--- src/sv/hpet_pkg.sv ---
`default_nettype none
package hpet_pkg;

	// Number of comparator timers; the register map has room for six.
	localparam int NUM_TIMERS = 2;

	localparam int CMD_W    = 2;
	localparam int ADDR_W   = 4;
	localparam int DATA_W   = 32;
	localparam int IRQ_W    = 2;
	localparam int COUNT_W  = 64;
	localparam int GEN_W    = 2;
	localparam int TCFG_W   = 10;

	// Commands
	localparam logic [CMD_W-1:0] CMD_TICK  = 2'd0;
	localparam logic [CMD_W-1:0] CMD_READ  = 2'd1;
	localparam logic [CMD_W-1:0] CMD_WRITE = 2'd2;

	// Fixed register addresses; timer n sits at 4+2n (config) and 5+2n (compare)
	localparam logic [ADDR_W-1:0] ADDR_GEN_CFG  = 4'd0;
	localparam logic [ADDR_W-1:0] ADDR_STATUS   = 4'd1;
	localparam logic [ADDR_W-1:0] ADDR_COUNT_LO = 4'd2;
	localparam logic [ADDR_W-1:0] ADDR_COUNT_HI = 4'd3;
	localparam logic [ADDR_W-2:0] TIMER_BASE_PAIR = 3'd2;

	// Bit positions
	localparam int GEN_ENABLE_BIT   = 0;
	localparam int CFG_INT_ENB_BIT  = 1;
	localparam int CFG_PERIODIC_BIT = 2;
	localparam int CFG_VAL_SET_BIT  = 3;

	localparam logic [DATA_W-1:0] COMPARE_RESET = 32'hFFFF_FFFF;

	typedef struct packed {
		logic [CMD_W-1:0]  command;
		logic [ADDR_W-1:0] reg_addr;
		logic [DATA_W-1:0] write_data;
	} in_item_t;

	typedef struct packed {
		logic [DATA_W-1:0] read_data;
		logic [IRQ_W-1:0]  irq_lines;
		logic              counter_running;
	} out_item_t;

endpackage
`default_nettype wire

--- src/sv/hpet_two_timer_block.sv ---
`default_nettype none
// Channel   Handshake                   Payload                  Direction
// item      item_valid / item_stall     hpet_pkg::in_item_t      into block
// result    result_valid / result_stall hpet_pkg::out_item_t     out of block
//
// Every item gives exactly one result; it passes through the input register
// and then the result register.
// One item per cycle sustained while result is not stalled; the limit is
// the single-pass 64-bit counter increment and per-timer compare and period add.
// Reset puts the valid flags and block registers to reset values; no clearing pass.
// A stalled result holds the input register full, which then stalls item.
module hpet_two_timer_block (
	input  wire logic                clk,
	input  wire logic                arst_n,
	input  wire logic                item_valid,
	output logic                     item_stall,
	input  wire hpet_pkg::in_item_t  item,
	output logic                     result_valid,
	input  wire logic                result_stall,
	output hpet_pkg::out_item_t      result
);

	localparam int NT = hpet_pkg::NUM_TIMERS;
	localparam int DW = hpet_pkg::DATA_W;

	// Input register
	logic               valid_s1;
	hpet_pkg::in_item_t item_s1;

	// Block state
	logic [hpet_pkg::COUNT_W-1:0] count_q;
	logic [hpet_pkg::GEN_W-1:0]   gen_q;
	logic [NT-1:0]                status_q;
	logic [hpet_pkg::TCFG_W-1:0]  cfg_q [NT];
	logic [DW-1:0]                cmp_q [NT];
	logic [DW-1:0]                per_q [NT];

	// Next state
	logic [hpet_pkg::COUNT_W-1:0] count_d;
	logic [hpet_pkg::GEN_W-1:0]   gen_d;
	logic [NT-1:0]                status_d;
	logic [hpet_pkg::TCFG_W-1:0]  cfg_d [NT];
	logic [DW-1:0]                cmp_d [NT];
	logic [DW-1:0]                per_d [NT];
	logic [DW-1:0]                rd_d;
	logic [hpet_pkg::IRQ_W-1:0]   irq_d;

	// Result register
	logic                valid_q;
	hpet_pkg::out_item_t result_q;

	logic advance;
	logic take_in;

	// The input register moves on whenever the result register is free or
	// being emptied in this cycle.
	assign advance      = valid_s1 && !(valid_q && result_stall);
	assign item_stall   = valid_s1 && !advance;
	assign take_in      = item_valid && !item_stall;
	assign result_valid = valid_q;
	assign result       = result_q;

	always_ff @(posedge clk or negedge arst_n) begin
		if (!arst_n) begin
			valid_s1 <= 1'b0;
		end else if (take_in) begin
			valid_s1 <= 1'b1;
		end else if (advance) begin
			valid_s1 <= 1'b0;
		end
	end

	always_ff @(posedge clk) begin
		if (take_in) begin
			item_s1 <= item;
		end
	end

	// Single-pass register update for the item in the input register
	always_comb begin
		count_d  = count_q;
		gen_d    = gen_q;
		status_d = status_q;
		rd_d     = '0;
		for (int n = 0; n < NT; n++) begin
			cfg_d[n] = cfg_q[n];
			cmp_d[n] = cmp_q[n];
			per_d[n] = per_q[n];
		end
		case (item_s1.command)
			hpet_pkg::CMD_TICK: begin
				// Advance only while enabled; compare against the new low word
				if (gen_q[hpet_pkg::GEN_ENABLE_BIT]) begin
					count_d = count_q + 64'd1;
					for (int n = 0; n < NT; n++) begin
						if (count_d[DW-1:0] == cmp_q[n]) begin
							if (cfg_q[n][hpet_pkg::CFG_INT_ENB_BIT]) begin
								status_d[n] = 1'b1;
							end
							if (cfg_q[n][hpet_pkg::CFG_PERIODIC_BIT]) begin
								cmp_d[n] = cmp_q[n] + per_q[n];
							end
						end
					end
				end
			end
			hpet_pkg::CMD_READ: begin
				case (item_s1.reg_addr)
					hpet_pkg::ADDR_GEN_CFG:  rd_d = DW'(gen_q);
					hpet_pkg::ADDR_STATUS:   rd_d = DW'(status_q);
					hpet_pkg::ADDR_COUNT_LO: rd_d = count_q[DW-1:0];
					hpet_pkg::ADDR_COUNT_HI: rd_d = count_q[2*DW-1:DW];
					default: begin
						// Timer registers; addresses past the last timer read zero
						for (int n = 0; n < NT; n++) begin
							if (item_s1.reg_addr[hpet_pkg::ADDR_W-1:1] ==
									hpet_pkg::TIMER_BASE_PAIR + 3'(n)) begin
								rd_d = item_s1.reg_addr[0] ? cmp_q[n] : DW'(cfg_q[n]);
							end
						end
					end
				endcase
			end
			hpet_pkg::CMD_WRITE: begin
				case (item_s1.reg_addr)
					hpet_pkg::ADDR_GEN_CFG:
						gen_d = item_s1.write_data[hpet_pkg::GEN_W-1:0];
					hpet_pkg::ADDR_STATUS:
						status_d = status_q & ~item_s1.write_data[NT-1:0];
					hpet_pkg::ADDR_COUNT_LO:
						count_d = {count_q[2*DW-1:DW], item_s1.write_data};
					hpet_pkg::ADDR_COUNT_HI:
						count_d = {item_s1.write_data, count_q[DW-1:0]};
					default: begin
						for (int n = 0; n < NT; n++) begin
							if (item_s1.reg_addr[hpet_pkg::ADDR_W-1:1] ==
									hpet_pkg::TIMER_BASE_PAIR + 3'(n)) begin
								if (item_s1.reg_addr[0]) begin
									// Comparator; with value-set on, also load the period
									cmp_d[n] = item_s1.write_data;
									if (cfg_q[n][hpet_pkg::CFG_VAL_SET_BIT]) begin
										per_d[n] = item_s1.write_data;
										cfg_d[n][hpet_pkg::CFG_VAL_SET_BIT] = 1'b0;
									end
								end else begin
									cfg_d[n] = item_s1.write_data[hpet_pkg::TCFG_W-1:0];
								end
							end
						end
					end
				endcase
			end
			default: begin
				// Unknown command: hold everything
			end
		endcase

		// Level interrupts from the updated state
		irq_d = '0;
		for (int n = 0; n < NT; n++) begin
			if (n < hpet_pkg::IRQ_W) begin
				irq_d[n] = status_d[n] & cfg_d[n][hpet_pkg::CFG_INT_ENB_BIT];
			end
		end
	end

	always_ff @(posedge clk or negedge arst_n) begin
		if (!arst_n) begin
			count_q  <= '0;
			gen_q    <= '0;
			status_q <= '0;
			for (int n = 0; n < NT; n++) begin
				cfg_q[n] <= '0;
				cmp_q[n] <= hpet_pkg::COMPARE_RESET;
				per_q[n] <= '0;
			end
		end else if (advance) begin
			count_q  <= count_d;
			gen_q    <= gen_d;
			status_q <= status_d;
			for (int n = 0; n < NT; n++) begin
				cfg_q[n] <= cfg_d[n];
				cmp_q[n] <= cmp_d[n];
				per_q[n] <= per_d[n];
			end
		end
	end

	always_ff @(posedge clk or negedge arst_n) begin
		if (!arst_n) begin
			valid_q <= 1'b0;
		end else if (advance) begin
			valid_q <= 1'b1;
		end else if (!result_stall) begin
			valid_q <= 1'b0;
		end
	end

	always_ff @(posedge clk) begin
		if (advance) begin
			result_q.read_data       <= rd_d;
			result_q.irq_lines       <= irq_d;
			result_q.counter_running <= gen_d[hpet_pkg::GEN_ENABLE_BIT];
		end
	end

	// Input side stalls only while the input register holds an item
	a_stall_needs_item: assert property (@(posedge clk) disable iff (!arst_n)
		item_stall |-> valid_s1)
		else $error("item stalled with empty input register");

	// Every processed item lands in the result register
	a_advance_fills: assert property (@(posedge clk) disable iff (!arst_n)
		advance |=> result_valid)
		else $error("processed item produced no result");

	// Reported running bit tracks the stored enable
	a_running_matches: assert property (@(posedge clk) disable iff (!arst_n)
		advance |=> result.counter_running == gen_q[hpet_pkg::GEN_ENABLE_BIT])
		else $error("counter_running differs from enable bit");

	// A tick while disabled leaves the counter alone
	a_disabled_hold: assert property (@(posedge clk) disable iff (!arst_n)
		advance && item_s1.command == hpet_pkg::CMD_TICK &&
		!gen_q[hpet_pkg::GEN_ENABLE_BIT] |=> $stable(count_q))
		else $error("counter moved while disabled");

endmodule
`default_nettype wire

--- config.mk ---
export PLATFORM = sky130hd
export DESIGN_NAME = hpet_two_timer_block
export DESIGN_NICKNAME = d
export VERILOG_FILES = /design/src/sv/hpet_pkg.sv /design/src/sv/hpet_two_timer_block.sv
export SDC_FILE = /design/constraint.sdc
export NUM_CORES = 1
export LEC_CHECK = 0
export BUFFER_PORTS_ARGS = -buffer_cell sky130_fd_sc_hd__buf_2
export CELL_PAD_IN_SITES_DETAIL_PLACEMENT = 0
export CELL_PAD_IN_SITES_GLOBAL_PLACEMENT = 1
export CORE_ASPECT_RATIO = 0.6
export CORE_MARGIN = 10
export CORE_UTILIZATION = 36
export DETAILED_ROUTE_END_ITERATION = 10
export PLACE_DENSITY_LB_ADDON = 0.3
export SYNTH_ARGS = -nofsm -noshare
export SYNTH_HDL_FRONTEND = slang
export SYNTH_SLANG_ARGS = --single-unit
--- constraint.sdc ---
create_clock -name clk -period 5.05 [get_ports clk]
set_input_delay 1.01 -clock clk [delete_from_list [all_inputs] [get_ports clk]]
set_output_delay 1.01 -clock clk [all_outputs]
set_load 0.005 [all_outputs]
== Word-level counts from Yosys, hierarchy flattened ==
Index checks and enable logic that the tools add are counted.

* Eq/ne operators: 23
* Add/sub/neg operators: 3
* Bitwise operators: 6
* Muxes and demuxes: 39
* Reductions and logical operators: 23

{| class="wikitable"
|+ Operators by type and width
! cell !! number
|-
| case mux 64 bit (2 select lines) || 3
|-
| two-way mux 32 bit || 11
|-
| two-way mux 64 bit || 3
|-
| case mux 32 bit (4 select lines) || 1
|-
| adder 32 bit || 2
|-
| adder 64 x 1 -> 64 bit, second input constant || 1
|-
| == test 32 bit || 2
|-
| inequality test 2 bit, second input constant || 13
|-
| two-way mux 12 bit || 2
|-
| AND reduction 5 bit || 4
|-
| AND reduction 8 bit || 2
|-
| AND reduction 6 bit || 2
|-
| two-way mux 1 bit || 11
|-
| two-way mux 10 bit || 1
|-
| == test 4 x 2 -> 1 bit, second input constant || 2
|-
| two-way mux 2 bit || 4
|-
| AND reduction 4 bit || 2
|-
| == test 3 x 2 -> 1 bit, second input constant || 2
|-
| two-way mux 6 bit || 1
|-
| == test 4 x 1 -> 1 bit, second input constant || 1
|-
| logical AND 1 bit || 4
|-
| logical NOT 4 bit || 1
|-
| case mux 2 bit (2 select lines) || 1
|-
| nonzero test 2 bit || 2
|-
| 12 further kinds || 16
|}

* Logic and storage cells: 117
* Output and inout port bits: 37
* Input bits: 42
* Register bits: 291

== Logic depth before layout (Yosys ltp) ==
* Depth in word-level cells: 8
* Gate-level depth with buffers: 14
* Mapped depth without buffers: 13

== Worst setup path before layout ==
OpenSTA, ideal clock, no wires.

* Path kind: register to register
* Start: reg count_q[1] in the netlist's numbering
* End: reg cmp_q[26] in the netlist's numbering
* Stages on the path, launching flop included: 14
* Clock period less this slack: 3.356 ns
* Setup time: 0.082 ns
* Arrival: 3.274 ns
* Slack: 1.694 ns
* Required time: 4.968 ns
* Buffers on the path: 3
* Cells stage by stage: dfrtp_1 > ha_1 > clkbuf_1 > nand3_1 > nor3_1 > buf_2 > nand3_1 > xor2_1 > a211o_1 > nor4_1 > nand4_1 > nand2_1 > buf_2 > mux2_2

* Word-level cells in the longest chain between the ends: 4

{| class="wikitable"
|+ Ends and longest elaborated chain
! element !! line !! source
|-
| from (decl) || hpet_two_timer_block.sv:31 || <nowiki>logic [hpet_pkg::COUNT_W-1:0] count_q;</nowiki>
|-
| from (signal assigned) || hpet_two_timer_block.sv:178 || <nowiki>count_q <= count_d;</nowiki>
|-
| adder 64 x 1 -> 64 bit || hpet_two_timer_block.sv:94 || <nowiki>count_d = count_q + 64'd1;</nowiki>
|-
| == test 32 bit || hpet_two_timer_block.sv:96 || <nowiki>if (count_d[DW-1:0] == cmp_q[n]) begin</nowiki>
|-
| inequality test 2 bit (no line) || n/a ||
|-
| AND reduction 8 bit (no line) || n/a ||
|-
| to (signal, indexed assignment) || hpet_two_timer_block.sv:174 || <nowiki>cmp_q[n] <= hpet_pkg::COMPARE_RESET;</nowiki>
|-
| to (signal, indexed assignment) || hpet_two_timer_block.sv:183 || <nowiki>cmp_q[n] <= cmp_d[n];</nowiki>
|-
| to (decl) || hpet_two_timer_block.sv:35 || <nowiki>logic [DW-1:0] cmp_q [NT];</nowiki>
|}

No other way between the ends.
A chain may end at the register's enable or synchronous reset.

== Worst setup path in the final report ==
* Start: reg count_q[0] in the netlist's numbering
* End: reg cmp_q[63] in the netlist's numbering

Same word-level chain as after synthesis.

==> impl_metrics.csv <==
group,metric,value,unit
logic_synthesis,ys_ff_latch,291,
placed_design,port_buffers,78,
power_and_ir_drop,p_switching,2290,uW
worst_setup_path,path_class,"register to register",
die,fp.coreArea,52300,um2
drt,wl_per_cell,27.5,um
power_and_ir_drop,power.density,323,nW/um2
placed_design,gp_congestion,0.961,
timing,timing.final.crit_share,0.946,
worst_setup_path,crit_buf_inv,1,
power_and_ir_drop,p_int,4550,uW
worst_setup_path,crit_fanout,63,
timing,skew,0.0196,ns
layout,n_fill_cell,5164,
drt,drt_iter0_markers,2264,
timing,max_freq,209,MHz
layout,fin_nets,2200,
clock_network,numCtsBuffers,34,
die,die_h,198,um
die,io_pins,79,
timing,fin_setup_tns,0,ns
timing,timing_hold_violations_final,0,
die,initial_core_util,0.363,
layout,area.growth.synth_to_final,11.7,%
placed_design,post-place-ws,0.532,ns
worst_setup_path,crit_path_end_kind,"register",
clock_network,htreeDepth,2,
global_route,grt_max_degree,92,
layout,diodes,0,
power_and_ir_drop,comb_power_share,0.182,
layout,seq_area,7730,um2
worst_setup_path,cp.required,5.51,ns
timing,final_max_slew_viol_count,0,
clock_network,cts_buffer_depth,3,
timing,post-route-min-period,4.78,ns
die,die_area,62600,um2
drt,dr.pass1.iters,6,
timing,setup_violations,0,
logic_synthesis,synth_nets,2174,
min_path,hold_path_class,"primary input to asynchronous set/reset pin",
layout,multiInputGateArea,10600,um2
power_and_ir_drop,seq_power_share,0.464,
worst_setup_path,crit_arrival,5.24,ns
logic_synthesis,syn_avg_cell_area,9.17,um2
clock_network,cts_root_buf,"clkbuf_16",
timing,slew_headroom,0.228,
layout,stdcell_area,21200,um2
timing,fin_ws,0.270,ns
global_route,grt_pass1_wl,113,mm
run,maxCapViolCount,0,
worst_setup_path,crit_start,"count_q[0]",
clock_network,cts.sinks,291,
worst_setup_path,r2r_start,"count_q[0]",
timing,worst_pin_slew,1.15,ns
global_route,overflow,0,
power_and_ir_drop,ir_worst_vdd,0.000239,V
logic_synthesis,yosys_warnings,0,
drt,vias,17179,
clock_network,clock_latency,0.55,ns
clock_network,cts_resized,0,
clock_network,cts_tree,"done",
die,fp.dieW,316,um
global_route,antenna_found_initial,7,
clock_network,post_cts_buffers,0,
worst_setup_path,crit_chain,"ha_1, and3_1, nand3_1, nor4_1, xnor2_1, o22ai_1, a2111oi_2, nand4_1, o21ai_4, buf_12, o21ai_1, a22oi_1",
logic_synthesis,synth_cell_types,80,
logic_synthesis,synth.cell_area,19000,um2
drt,drc_errors,0,
logic_synthesis,yosys_most_used_dff,"dfrtp_1",
drt,wl,77.5,mm
power_and_ir_drop,p_leak,0.00869,uW
logic_synthesis,postSynthCellCount,2067,
layout,mostFrequentLayoutCell,"nor2_1",
timing,rsz0062_at_grt,"no",
worst_setup_path,crit_family,"simple AND/OR/NAND/NOR gates",
placed_design,dpl.hpwl,58.9,mm
clock_network,hold_buffers,0,
run_status,status,"finished clean",
clock_network,clk_pin_slew,0.07,ns
global_route,grt.total_usage,0.243,
power_and_ir_drop,netSwitchingFraction,0.334,
die,num_rows,65,
logic_synthesis,async_flop_share,0.749,
worst_setup_path,critPathLaunchType,"register",
global_route,grt_pass1_vias,16154,
power_and_ir_drop,clock_power_share,0.355,
logic_synthesis,synth_edf_count,73,
logic_synthesis,seq_area_frac_synth,0.407,
placed_design,dpl_cell_area,20100,um2
drt,vias_per_cell,6.09,
worst_setup_path,slowest_stage,"nor4_1",
layout,final_cell_mix,"205 x nor2_1, 175 x nand2_1, 168 x a21oi_1",
layout,layout-drive-gt1-share,0.166,
worst_setup_path,slowest_delay,0.82,ns
drt,ant_nets,0,
[synth_stat cells, types with 27 or more instances]
cell type / count / area (um2)
a21oi_1: 168 / 841
a22oi_1: 33 / 248
a31oi_1: 72 / 450
buf_2: 27 / 135
clkbuf_1: 94 / 353
dfrtp_1: 154 / 3850
dfstp_2: 64 / 1680
edfxtp_1: 73 / 2190
ha_1: 63 / 788
inv_1: 46 / 173
mux2_2: 90 / 1010
mux2i_1: 54 / 541
nand2_1: 176 / 661
nand3_1: 58 / 290
nand4_1: 36 / 225
nor2_1: 207 / 777
nor3_1: 48 / 240
o21ai_0: 120 / 601
o22a_1: 30 / 263
xnor2_1: 87 / 762
xor2_1: 39 / 342
[power groups by stage]
| stage | clock [uW] | sequential [uW] | combinational, uW |
|---|---|---|---|
| 3_5_place_dp | 0 | 3180 | 1220 |
| 4_1_cts | 2470 | 3140 | 1220 |
| 5_1_grt | 2580 | 3190 | 1350 |
| 3_3_place_gp | 0 | 3170 | 1220 |
| 6_report | 2430 | 3170 | 1240 |
| 2_1_floorplan | 0 | 2880 | 928 |
[per-layer routing]
layer | vias to the layer above | part of all wire | track usage
met5 | - | 0.00012 | 0
met1 | 8573 | 0.52 | 0.401
li1 | 7689 | - | -
met4 | 2 | 0.012 | 0.0378
met2 | 846 | 0.35 | 0.294
met3 | 69 | 0.12 | 0.0764
[cell type report]
type                       instances  share of cell area
timing repair buffer             121              0.0371
tap                              703              0.0415
clock buffer                      48              0.0446
clock inverter                    13             0.00484
multi-input combinational       1599               0.499
sequential                       291               0.365
inverter                          46             0.00815
[through the flow]
step	utilization	hold slack, ns	total power, uW	cells
after floorplan	-	0.457	3800	2067
after global placement	0.385	0.474	4390	2760
after detailed placement	0.385	0.488	4400	2760
after CTS	0.405	0.494	6830	2821
after global routing	0.405	0.503	7120	2821
final	0.405	0.429	6840	2821
[cell families after synthesis]
group	after synthesis	share of synthesized area
flip-flops	291	0.407
adder cells (fa/ha/maj)	65	0.0437
AO/OA/AOI/OAI	589	0.196
XOR/XNOR	127	0.0594
AND/OR/NAND/NOR	671	0.170
buffers and inverters	177	0.0382
multiplexers	147	0.0849
[flip-flops by register name, summed over array words and instances, names as in the netlist]
register / cells
valid_s1: 1
result: 35
cfg_q: 20
status_q: 2
item_s1: 38
gen_q: 2
count_q: 64
cmp_q: 64
per_q: 64
result_valid: 1
[path summary, 6_finish.rpt]
kind	cells after the start	endpoint	slack, ns
worst min-delay path	1	valid_s1	0.43
worst max-delay path	12	cmp_q[63]	0.27
worst max register to register	12	cmp_q[63]	0.27
min in group clk	1	cfg_q[17]	0.51
worst min register to register	1	cfg_q[17]	0.51
max in group asynchronous	2	cmp_q[52]	3.50
Note: power is estimated with default switching activity, not from simulation.
